--- config.mk ---
export PLATFORM = sky130hd
export DESIGN_NAME = gamepad_input_conditioner_unit
export DESIGN_NICKNAME = d
export VERILOG_FILES = /design/src/rtl/gic_pkg.sv /design/src/rtl/gamepad_input_conditioner_unit.sv
export SDC_FILE = /design/constraint.sdc
export NUM_CORES = 1
export LEC_CHECK = 0
export ABC_CLOCK_PERIOD_IN_PS = 8700
export BUFFER_PORTS_ARGS = -buffer_cell sky130_fd_sc_hd__buf_4
export CORE_MARGIN = 3
export CORE_UTILIZATION = 45
export CTS_CLUSTER_SIZE = 16
export DETAILED_ROUTE_END_ITERATION = 10
export PLACE_DENSITY_LB_ADDON = 0.12
export SLEW_MARGIN = 20
export SYNTH_ARGS = -nofsm -noshare
export SYNTH_HDL_FRONTEND = slang
export SYNTH_SLANG_ARGS = --single-unit
--- constraint.sdc ---
create_clock -name i_clk -period 8.7 [get_ports i_clk]
set_clock_uncertainty 0.15 [all_clocks]
set_input_delay 0.87 -clock i_clk [delete_from_list [all_inputs] [get_ports i_clk]]
set_output_delay 0.87 -clock i_clk [all_outputs]
set_load 0.02 [all_outputs]
--- src/rtl/gic_pkg.sv ---
// Package for the gamepad input conditioner.
// Holds the sequencer state type, register indexes and fixed constants.
// No dependencies.
package gic_pkg;

    typedef enum logic [2:0] {
        ST_IDLE,
        ST_SETUP,
        ST_CHECK,
        ST_DIV,
        ST_OUT
    } t_state;

    // Configuration register indexes.
    localparam logic [2:0] CFG_LEFT_DZ   = 3'd0;
    localparam logic [2:0] CFG_RIGHT_DZ  = 3'd1;
    localparam logic [2:0] CFG_STICK_MAX = 3'd2;
    localparam logic [2:0] CFG_TRIG_TH   = 3'd3;
    localparam logic [2:0] CFG_TRIG_MAX  = 3'd4;
    localparam logic [2:0] CFG_RETRY_MS  = 3'd5;

    // Register reset values.
    localparam logic [14:0] RST_LEFT_DZ   = 15'd7849;
    localparam logic [14:0] RST_RIGHT_DZ  = 15'd8689;
    localparam logic [14:0] RST_STICK_MAX = 15'd32762;
    localparam logic [7:0]  RST_TRIG_TH   = 8'd30;
    localparam logic [7:0]  RST_TRIG_MAX  = 8'd250;
    localparam logic [15:0] RST_RETRY_MS  = 16'd2000;

    localparam logic [14:0] FULL_SCALE = 15'h7FFF;
    localparam logic [17:0] TIMER_MIN  = 18'h20000;

    // Lanes 0..3 are the stick axes, 4 and 5 the triggers.
    localparam logic [2:0] LANE_LAST = 3'd5;
    localparam logic [3:0] DIV_LAST  = 4'd14;

endpackage

--- src/rtl/gamepad_input_conditioner_unit.sv ---
// Gamepad input conditioner: retry timer, button edges, stick and trigger scaling.
// A sampled item is accepted, then runs six lanes in turn through one
// shared restoring divider (setup, range check, 15 quotient steps), then goes to output;
// a lane that needs no division skips the quotient steps. Unsampled items skip the lanes.
// One item is in work at a time.
// Synchronous active-low reset restores defaults, clears sequencer, timer, held results.
module gamepad_input_conditioner_unit (
    input  logic               i_clk,
    input  logic               i_rst_n,
    // Configuration write port
    input  logic               i_cfg_we,
    input  logic [2:0]         i_cfg_index,
    input  logic [15:0]        i_cfg_data,
    // Input channel
    input  logic               i_in_valid,
    output logic               o_in_ready,
    input  logic [15:0]        i_elapsed_ms,
    input  logic               i_read_ok,
    input  logic [15:0]        i_raw_buttons,
    input  logic signed [15:0] i_raw_left_x,
    input  logic signed [15:0] i_raw_left_y,
    input  logic signed [15:0] i_raw_right_x,
    input  logic signed [15:0] i_raw_right_y,
    input  logic [7:0]         i_raw_left_trigger,
    input  logic [7:0]         i_raw_right_trigger,
    // Output channel
    output logic               o_out_valid,
    input  logic               i_out_ready,
    output logic               o_sampled,
    output logic [15:0]        o_buttons_down,
    output logic [15:0]        o_buttons_pressed_edge,
    output logic [15:0]        o_buttons_released_edge,
    output logic signed [15:0] o_left_x,
    output logic signed [15:0] o_left_y,
    output logic signed [15:0] o_right_x,
    output logic signed [15:0] o_right_y,
    output logic [14:0]        o_left_trigger,
    output logic [14:0]        o_right_trigger
);

    // Configuration registers
    logic [14:0] r_left_dz, r_right_dz, r_stick_max;
    logic [7:0]  r_trig_th, r_trig_max;
    logic [15:0] r_retry_ms;

    // Architectural state
    gic_pkg::t_state r_state, n_state;
    logic [17:0] r_timer;
    logic [15:0] r_buttons, r_pressed, r_released;
    logic [15:0] r_axis [4];
    logic [14:0] r_trig [2];

    // Latched raw samples of the item in work
    logic [15:0] r_raw_axis [4];
    logic [7:0]  r_raw_trig [2];
    logic        r_sampled;

    // Lane sequencer and divider
    logic [2:0]  r_lane;
    logic [14:0] r_mag, r_den;
    logic        r_neg, r_zero, r_full;
    logic [14:0] r_rem, r_low;
    logic [3:0]  r_cnt;

    // Output register
    logic        r_out_valid, r_out_sampled;
    logic [15:0] r_out_buttons, r_out_pressed, r_out_released;
    logic [15:0] r_out_axis [4];
    logic [14:0] r_out_trig [2];

    // Timer decision at accept
    logic        s_sample;
    logic [18:0] s_tdec;
    logic [17:0] s_timer_dec;

    // Lane setup
    logic [15:0] s_raw, s_mag16, s_m16;
    logic [14:0] s_dz, s_axis_m;
    logic [7:0]  s_t, s_b;
    logic [14:0] s_mag, s_den;
    logic        s_neg, s_zero, s_full;

    // Range check and quotient step
    logic [29:0] s_num;
    logic        s_ovf;
    logic [15:0] s_trial, s_diff;
    logic        s_ge;

    // Control strobes
    logic        s_accept, s_lane_done, s_load_out;
    logic        s_wr_en, s_div_start;
    logic [14:0] s_wr_q;

    assign s_sample = r_timer[17] || (r_timer == '0);
    assign s_tdec   = {r_timer[17], r_timer} - {3'b000, i_elapsed_ms};
    // The countdown saturates at the most negative timer value.
    assign s_timer_dec = (s_tdec[18] && !s_tdec[17]) ? gic_pkg::TIMER_MIN : s_tdec[17:0];

    always_comb begin
        s_raw   = r_raw_axis[r_lane[1:0]];
        s_mag16 = s_raw[15] ? 16'(-s_raw) : s_raw;
        s_dz    = r_lane[1] ? r_right_dz : r_left_dz;
        s_m16   = (s_mag16 > {1'b0, s_dz}) ? (s_mag16 - {1'b0, s_dz}) : '0;
        s_axis_m = (s_m16 > {1'b0, r_stick_max}) ? r_stick_max : s_m16[14:0];
        s_t     = r_raw_trig[r_lane[0]];
        s_b     = (s_t > r_trig_max) ? r_trig_max : s_t;
        if (r_lane[2]) begin
            s_mag  = {7'b0, 8'(s_b - r_trig_th)};
            s_den  = {7'b0, 8'(r_trig_max - r_trig_th)};
            s_neg  = 1'b0;
            s_zero = (s_b <= r_trig_th);
            s_full = 1'b0;
        end else begin
            s_mag  = s_axis_m;
            s_den  = r_stick_max - s_dz;
            s_neg  = s_raw[15];
            s_zero = (s_axis_m == '0);
            s_full = (r_stick_max <= s_dz);
        end
    end

    // mag * 32767 as a shift and subtract; a quotient of 32768 or more saturates.
    assign s_num   = {r_mag, 15'b0} - {15'b0, r_mag};
    assign s_ovf   = (s_num >= {r_den, 15'b0});
    assign s_trial = {r_rem, r_low[14]};
    assign s_ge    = (s_trial >= {1'b0, r_den});
    assign s_diff  = s_trial - {1'b0, r_den};

    // Next state
    always_comb begin
        n_state = r_state;
        unique case (r_state)
            gic_pkg::ST_IDLE: begin
                if (i_in_valid) begin
                    n_state = (s_sample && i_read_ok) ? gic_pkg::ST_SETUP : gic_pkg::ST_OUT;
                end
            end
            gic_pkg::ST_SETUP: begin
                n_state = gic_pkg::ST_CHECK;
            end
            gic_pkg::ST_CHECK: begin
                if (r_zero || r_full || s_ovf) begin
                    n_state = (r_lane == gic_pkg::LANE_LAST) ? gic_pkg::ST_OUT
                                                             : gic_pkg::ST_SETUP;
                end else begin
                    n_state = gic_pkg::ST_DIV;
                end
            end
            gic_pkg::ST_DIV: begin
                if (r_cnt == gic_pkg::DIV_LAST) begin
                    n_state = (r_lane == gic_pkg::LANE_LAST) ? gic_pkg::ST_OUT
                                                             : gic_pkg::ST_SETUP;
                end
            end
            gic_pkg::ST_OUT: begin
                if (!r_out_valid || i_out_ready) begin
                    n_state = gic_pkg::ST_IDLE;
                end
            end
            default: n_state = gic_pkg::ST_IDLE;
        endcase
    end

    // Control strobes
    always_comb begin
        s_accept    = 1'b0;
        s_wr_en     = 1'b0;
        s_wr_q      = '0;
        s_div_start = 1'b0;
        s_load_out  = 1'b0;
        unique case (r_state)
            gic_pkg::ST_IDLE: begin
                s_accept = i_in_valid;
            end
            gic_pkg::ST_SETUP: begin
            end
            gic_pkg::ST_CHECK: begin
                if (r_zero) begin
                    s_wr_en = 1'b1;
                end else if (r_full || s_ovf) begin
                    s_wr_en = 1'b1;
                    s_wr_q  = gic_pkg::FULL_SCALE;
                end else begin
                    s_div_start = 1'b1;
                end
            end
            gic_pkg::ST_DIV: begin
                if (r_cnt == gic_pkg::DIV_LAST) begin
                    s_wr_en = 1'b1;
                    s_wr_q  = {r_low[13:0], s_ge};
                end
            end
            gic_pkg::ST_OUT: begin
                s_load_out = !r_out_valid || i_out_ready;
            end
            default: begin
            end
        endcase
    end

    assign s_lane_done = s_wr_en;

    // Configuration registers
    always_ff @(posedge i_clk) begin
        if (!i_rst_n) begin
            r_left_dz   <= gic_pkg::RST_LEFT_DZ;
            r_right_dz  <= gic_pkg::RST_RIGHT_DZ;
            r_stick_max <= gic_pkg::RST_STICK_MAX;
            r_trig_th   <= gic_pkg::RST_TRIG_TH;
            r_trig_max  <= gic_pkg::RST_TRIG_MAX;
            r_retry_ms  <= gic_pkg::RST_RETRY_MS;
        end else if (i_cfg_we) begin
            unique case (i_cfg_index)
                gic_pkg::CFG_LEFT_DZ:   r_left_dz   <= i_cfg_data[14:0];
                gic_pkg::CFG_RIGHT_DZ:  r_right_dz  <= i_cfg_data[14:0];
                gic_pkg::CFG_STICK_MAX: r_stick_max <= i_cfg_data[14:0];
                gic_pkg::CFG_TRIG_TH:   r_trig_th   <= i_cfg_data[7:0];
                gic_pkg::CFG_TRIG_MAX:  r_trig_max  <= i_cfg_data[7:0];
                gic_pkg::CFG_RETRY_MS:  r_retry_ms  <= i_cfg_data;
                default: begin
                end
            endcase
        end
    end

    // Sequencer, timer and held state
    always_ff @(posedge i_clk) begin
        if (!i_rst_n) begin
            r_state    <= gic_pkg::ST_IDLE;
            r_timer    <= '0;
            r_buttons  <= '0;
            r_pressed  <= '0;
            r_released <= '0;
            r_sampled  <= 1'b0;
            r_lane     <= '0;
            r_cnt      <= '0;
            for (int i = 0; i < 4; i++) begin
                r_axis[i] <= '0;
            end
            for (int i = 0; i < 2; i++) begin
                r_trig[i] <= '0;
            end
        end else begin
            r_state <= n_state;
            if (s_accept) begin
                r_sampled <= s_sample && i_read_ok;
                r_lane    <= '0;
                if (s_sample) begin
                    if (i_read_ok) begin
                        r_timer    <= '0;
                        r_pressed  <= (r_buttons ^ i_raw_buttons) & i_raw_buttons;
                        r_released <= (r_buttons ^ i_raw_buttons) & r_buttons;
                        r_buttons  <= i_raw_buttons;
                    end else begin
                        r_timer <= {2'b00, r_retry_ms};
                    end
                end else begin
                    r_timer <= s_timer_dec;
                end
            end
            if (s_div_start) begin
                r_cnt <= '0;
            end else if (r_state == gic_pkg::ST_DIV) begin
                r_cnt <= r_cnt + 4'd1;
            end
            if (s_lane_done) begin
                r_lane <= r_lane + 3'd1;
                if (r_lane[2]) begin
                    r_trig[r_lane[0]] <= s_wr_q;
                end else begin
                    r_axis[r_lane[1:0]] <= r_neg ? 16'(-{1'b0, s_wr_q}) : {1'b0, s_wr_q};
                end
            end
        end
    end

    // Lane operands and divider datapath
    always_ff @(posedge i_clk) begin
        if (s_accept) begin
            r_raw_axis[0] <= i_raw_left_x;
            r_raw_axis[1] <= i_raw_left_y;
            r_raw_axis[2] <= i_raw_right_x;
            r_raw_axis[3] <= i_raw_right_y;
            r_raw_trig[0] <= i_raw_left_trigger;
            r_raw_trig[1] <= i_raw_right_trigger;
        end
        if (r_state == gic_pkg::ST_SETUP) begin
            r_mag  <= s_mag;
            r_den  <= s_den;
            r_neg  <= s_neg;
            r_zero <= s_zero;
            r_full <= s_full;
        end
        if (s_div_start) begin
            // The top half is below the divisor, so 15 quotient bits suffice.
            r_rem <= s_num[29:15];
            r_low <= s_num[14:0];
        end else if (r_state == gic_pkg::ST_DIV) begin
            r_rem <= s_ge ? s_diff[14:0] : s_trial[14:0];
            r_low <= {r_low[13:0], s_ge};
        end
    end

    // Output register
    always_ff @(posedge i_clk) begin
        if (!i_rst_n) begin
            r_out_valid <= 1'b0;
        end else if (s_load_out) begin
            r_out_valid <= 1'b1;
        end else if (i_out_ready) begin
            r_out_valid <= 1'b0;
        end
    end

    always_ff @(posedge i_clk) begin
        if (s_load_out) begin
            r_out_sampled  <= r_sampled;
            r_out_buttons  <= r_buttons;
            r_out_pressed  <= r_pressed;
            r_out_released <= r_released;
            for (int i = 0; i < 4; i++) begin
                r_out_axis[i] <= r_axis[i];
            end
            for (int i = 0; i < 2; i++) begin
                r_out_trig[i] <= r_trig[i];
            end
        end
    end

    assign o_in_ready              = (r_state == gic_pkg::ST_IDLE);
    assign o_out_valid             = r_out_valid;
    assign o_sampled               = r_out_sampled;
    assign o_buttons_down          = r_out_buttons;
    assign o_buttons_pressed_edge  = r_out_pressed;
    assign o_buttons_released_edge = r_out_released;
    assign o_left_x                = r_out_axis[0];
    assign o_left_y                = r_out_axis[1];
    assign o_right_x               = r_out_axis[2];
    assign o_right_y               = r_out_axis[3];
    assign o_left_trigger          = r_out_trig[0];
    assign o_right_trigger         = r_out_trig[1];

endmodule

==> summary.md <==
| Metric | Value |
|---|---|
| DRC | `0` |
| Kind of critical path | `flip-flop to flip-flop` |
| Fmax | `139.3 MHz` |
| Final hold vios | `0` |
| Post-route clock period utilization | `0.8252` |
| Mean cell area of the mapped netlist | `11.07 sq um` |
| Grt total ovfl | `0` |
| WP data required | `8.97 ns` |
| Antenna-violating nets left | `0` |
| Filler cells | `4921` |
| First-pass GRT wire length | `103300 um` |
| CTS HTree Levels | `2` |
| Synth-to-Final Area Change | `17.99%` |
| Startpoint Class | `flip-flop` |
| Vias in the first global route | `18.07k` |
| # setup viols final | `0` |
| Primary FF master, synth | `edfxtp_1` |
| Worst R2R Setup Slack | `1.52 ns` |
| Syn. warnings | `0` |
| Mapped Nets | `2603` |
| Critical Path End | `r_zero` |
| Min Hold Slack | `0.2685 ns` |
| Slowest stage cell, crit path | `dfxtp_1` |
| Routability congestion estimate | `0.9150` |
| R2r endpoint | `r_zero` |
| Layout cell share with drive strength beyond 1 | `0.1772` |
| Largest net degree at the start of global routing | `92` |
| I/O Buffers | `281` |
| Cells after DPL | `3296` |
| Worst slew pin tran | `0.9493 ns` |
| Overall power | `6202 uW` |
| Slew Viols, Final | `0` |
| Cells after Synth | `2339` |
| Most common cell after layout, fill and taps aside | `edfxtp_1` |
| Slew headroom | `0.3671` |
| Initial core utilization | `0.4567` |
| Fin crit period | `7.179 ns` |
| Highest cell delay on the worst timing path | `0.84 ns` |
| Pleak | `0.01167 uW` |
| Library cells used by synthesis | `78` |
| Arrival time worst endpoint | `7.45 ns` |
| GRT Total Usage | `0.2190` |
| Wire per inst | `19.79 um` |
| RSZ-0062 raised after global routing | `false` |
| Post-cts sizing count | `0` |
| Root Buffer | `clkbuf_16` |
| CP Max Fanout | `17` |
| Register area share after synthesis | `0.5627` |
| Cts bufs inserted | `56` |
| Std-Cell Rows | `87` |
| Most frequent cells in the layout | `380 x edfxtp_1, 311 x nand2_1, 306 x buf_4` |
| Final net count | `2862` |
| 1st-iter DRT viols | `1057` |
| DR vias | `18.55k` |
| Die Y | `245.9 um` |
| Top Ports | `282` |
| Worst-Skew Late Latency | `0.62 ns` |
| Maximum vdd ir drop | `0.0001689 V` |
| R2R depth | `20` |
| Worst-case clock buffer depth | `3` |
| EDFF count, synth | `380` |
| Setup tns final | `0 ns` |
| Clock sinks | `538` |
| Post-CTS setup buffers | `0` |
| Hold Buf Count CTS | `0` |
| Post-DP HPWL | `49700 um` |
| Min-Delay Path Class | `flip-flop to flip-flop` |
| Core Region | `56710 sq um` |
| Antenna violations before repair | `2` |
| Non-Filler Instances | `3403` |
| DRT Wirelength | `67340 um` |
| Power density cells | `203.0 nW/um^2` |
| Placed Area | `28690 sq um` |
| Drt via density | `5.450` |
| TritonCTS clock tree | `done` |
| Mapped Area | `25900 sq um` |
| Drt pass-1 iters | `6` |
| CP Capture Type | `flip-flop` |
| Final instance area | `30560 sq um` |
| #FFs+latches synth | `538` |
| Status | `finished, final reports clean` |
| CP Cell Sequence | `mux4_2, nor4_1, nor3b_1, a21oi_1, xor2_1, ha_1, a21oi_1, o21ai_0, a22oi_1, a31oi_1, o21ai_0, and2_1, nor3b_1, ha_1, a2111oi_0, nand3_1, o21a_1, nor2_2, or4b_2, o311ai_0` |
| MaxCap Viol Count | `0` |
| Reg clk slew, reported paths | `0.06 ns` |
| Die Width | `245.9 um` |
| Die area | `60470 sq um` |
| Ys async rst share | `0` |
-- stage by stage --
step | util | setup WS (ns)
after global routing | 0.5388 | 1.008
after global placement | 0.5058 | 1.611
after detailed placement | 0.5058 | 1.583
final | 0.5388 | 1.521
after floorplan | - | 1.030
after CTS | 0.5388 | 1.559
-- power by group --
| group | switching, uW | internal (uW) |
|---|---|---|
| clock | 1020 | 1390 |
| sequential | 53.5 | 2880 |
| combinational | 515 | 345 |
| total | 1590 | 4610 |
-- flip-flops by register name, summed over array words and instances (netlist names), 16 cells and up, named ones only --
name                     count
r_raw_trig                  16
r_pressed                   16
o_buttons_released_edge     16
r_axis                      64
r_raw_axis                  64
r_buttons                   16
o_buttons_pressed_edge      16
r_released                  16
r_retry_ms                  16
r_trig                      30
r_out_axis                  64
r_timer                     18
o_buttons_down              16
r_out_trig                  30
-- cells in the mapped netlist, types with 17 or more instances --
library cell  count  area, sq um
a21boi_0         87        653.1
a21o_1           17        127.6
a21oi_1         105        525.5
a31oi_1          22        137.6
and3_1           19        118.9
clkbuf_1         84        315.3
dfxtp_1         158         3163
edfxtp_1        380        11410
ha_1            121         1514
inv_1            99        371.6
mux2_2           26        292.8
mux2i_1          34        340.3
nand2_1         311         1167
nand2b_1         21        131.4
nand3_1          46        230.2
nand3b_1         37        277.8
nand4_1          20        125.1
nor2_1          228        855.8
nor2b_1          28        175.2
nor3_1           40        200.2
o211ai_1         35        262.8
o21a_1           24        180.2
o21ai_0          71        355.3
or3_1            24        150.1
xnor2_1          57        499.2
xor2_1           25        219.0
-- critical path: cells and delay by family, from the launching register on --
| kind | cells | cell delay [ns] |
|---|---|---|
| fa+ha+maj | 2 | 0.72 |
| xor+xnor | 1 | 0.17 |
| compound gates | 9 | 1.74 |
| flops | 1 | 0.84 |
| simple gates | 7 | 2.86 |
| mux | 1 | 0.48 |
-- how the worst min path moves through the flow --
stage                                 from           endpoint  slack (ns)  cells after the start
after floorplan               r_axis[0][0]   r_out_axis[0][0]        0.25                      0
after global placement        r_axis[1][4]   r_out_axis[1][4]        0.25                      0
after detailed placement     r_axis[1][13]  r_out_axis[1][13]        0.25                      0
after CTS                 i_raw_right_x[3]   r_raw_axis[2][3]        0.24                      1
after global routing      i_raw_right_x[3]   r_raw_axis[2][3]        0.25                      1
final                        r_trig[1][11]  r_out_trig[0][26]        0.27                      0
-- metal layers --
| layer | global-route usage | wire length [um] |
|---|---|---|
| met5 | 0 | 0 |
| met3 | 0.02988 | 3397 |
| met4 | 0.07173 | 1980 |
| met1 | 0.2857 | 28850 |
| met2 | 0.3769 | 33110 |
-- final cells by class --
type	count	area, sq um	share of cell area
diodes	1	2.502	0.00008189
repair buffers	306	2297	0.07518
flip-flops and latches	538	14570	0.4769
well taps	756	945.9	0.03096
clock buffers	74	1519	0.04971
clock inverters	32	350.3	0.01147
inverters	102	385.4	0.01261
multi-input cells	1594	10480	0.3431
-- kinds of logic (layout without fill, tap and decap cells) --
logic type | Yosys count | count (layout) | share of synthesized area
adders and majority gates | 127 | 127 | 0.06309
xor gates and xnor gates | 83 | 83 | 0.02836
DFF | 538 | 538 | 0.5627
other | 0 | 1 | 0
and+or+nand+nor | 847 | 847 | 0.1534
AOI/OAI and AO/OA | 462 | 462 | 0.1215
buffers and inverters | 207 | 514 | 0.03348
muxes | 75 | 75 | 0.03749
No activity file was read; power rests on OpenSTA's default activity.
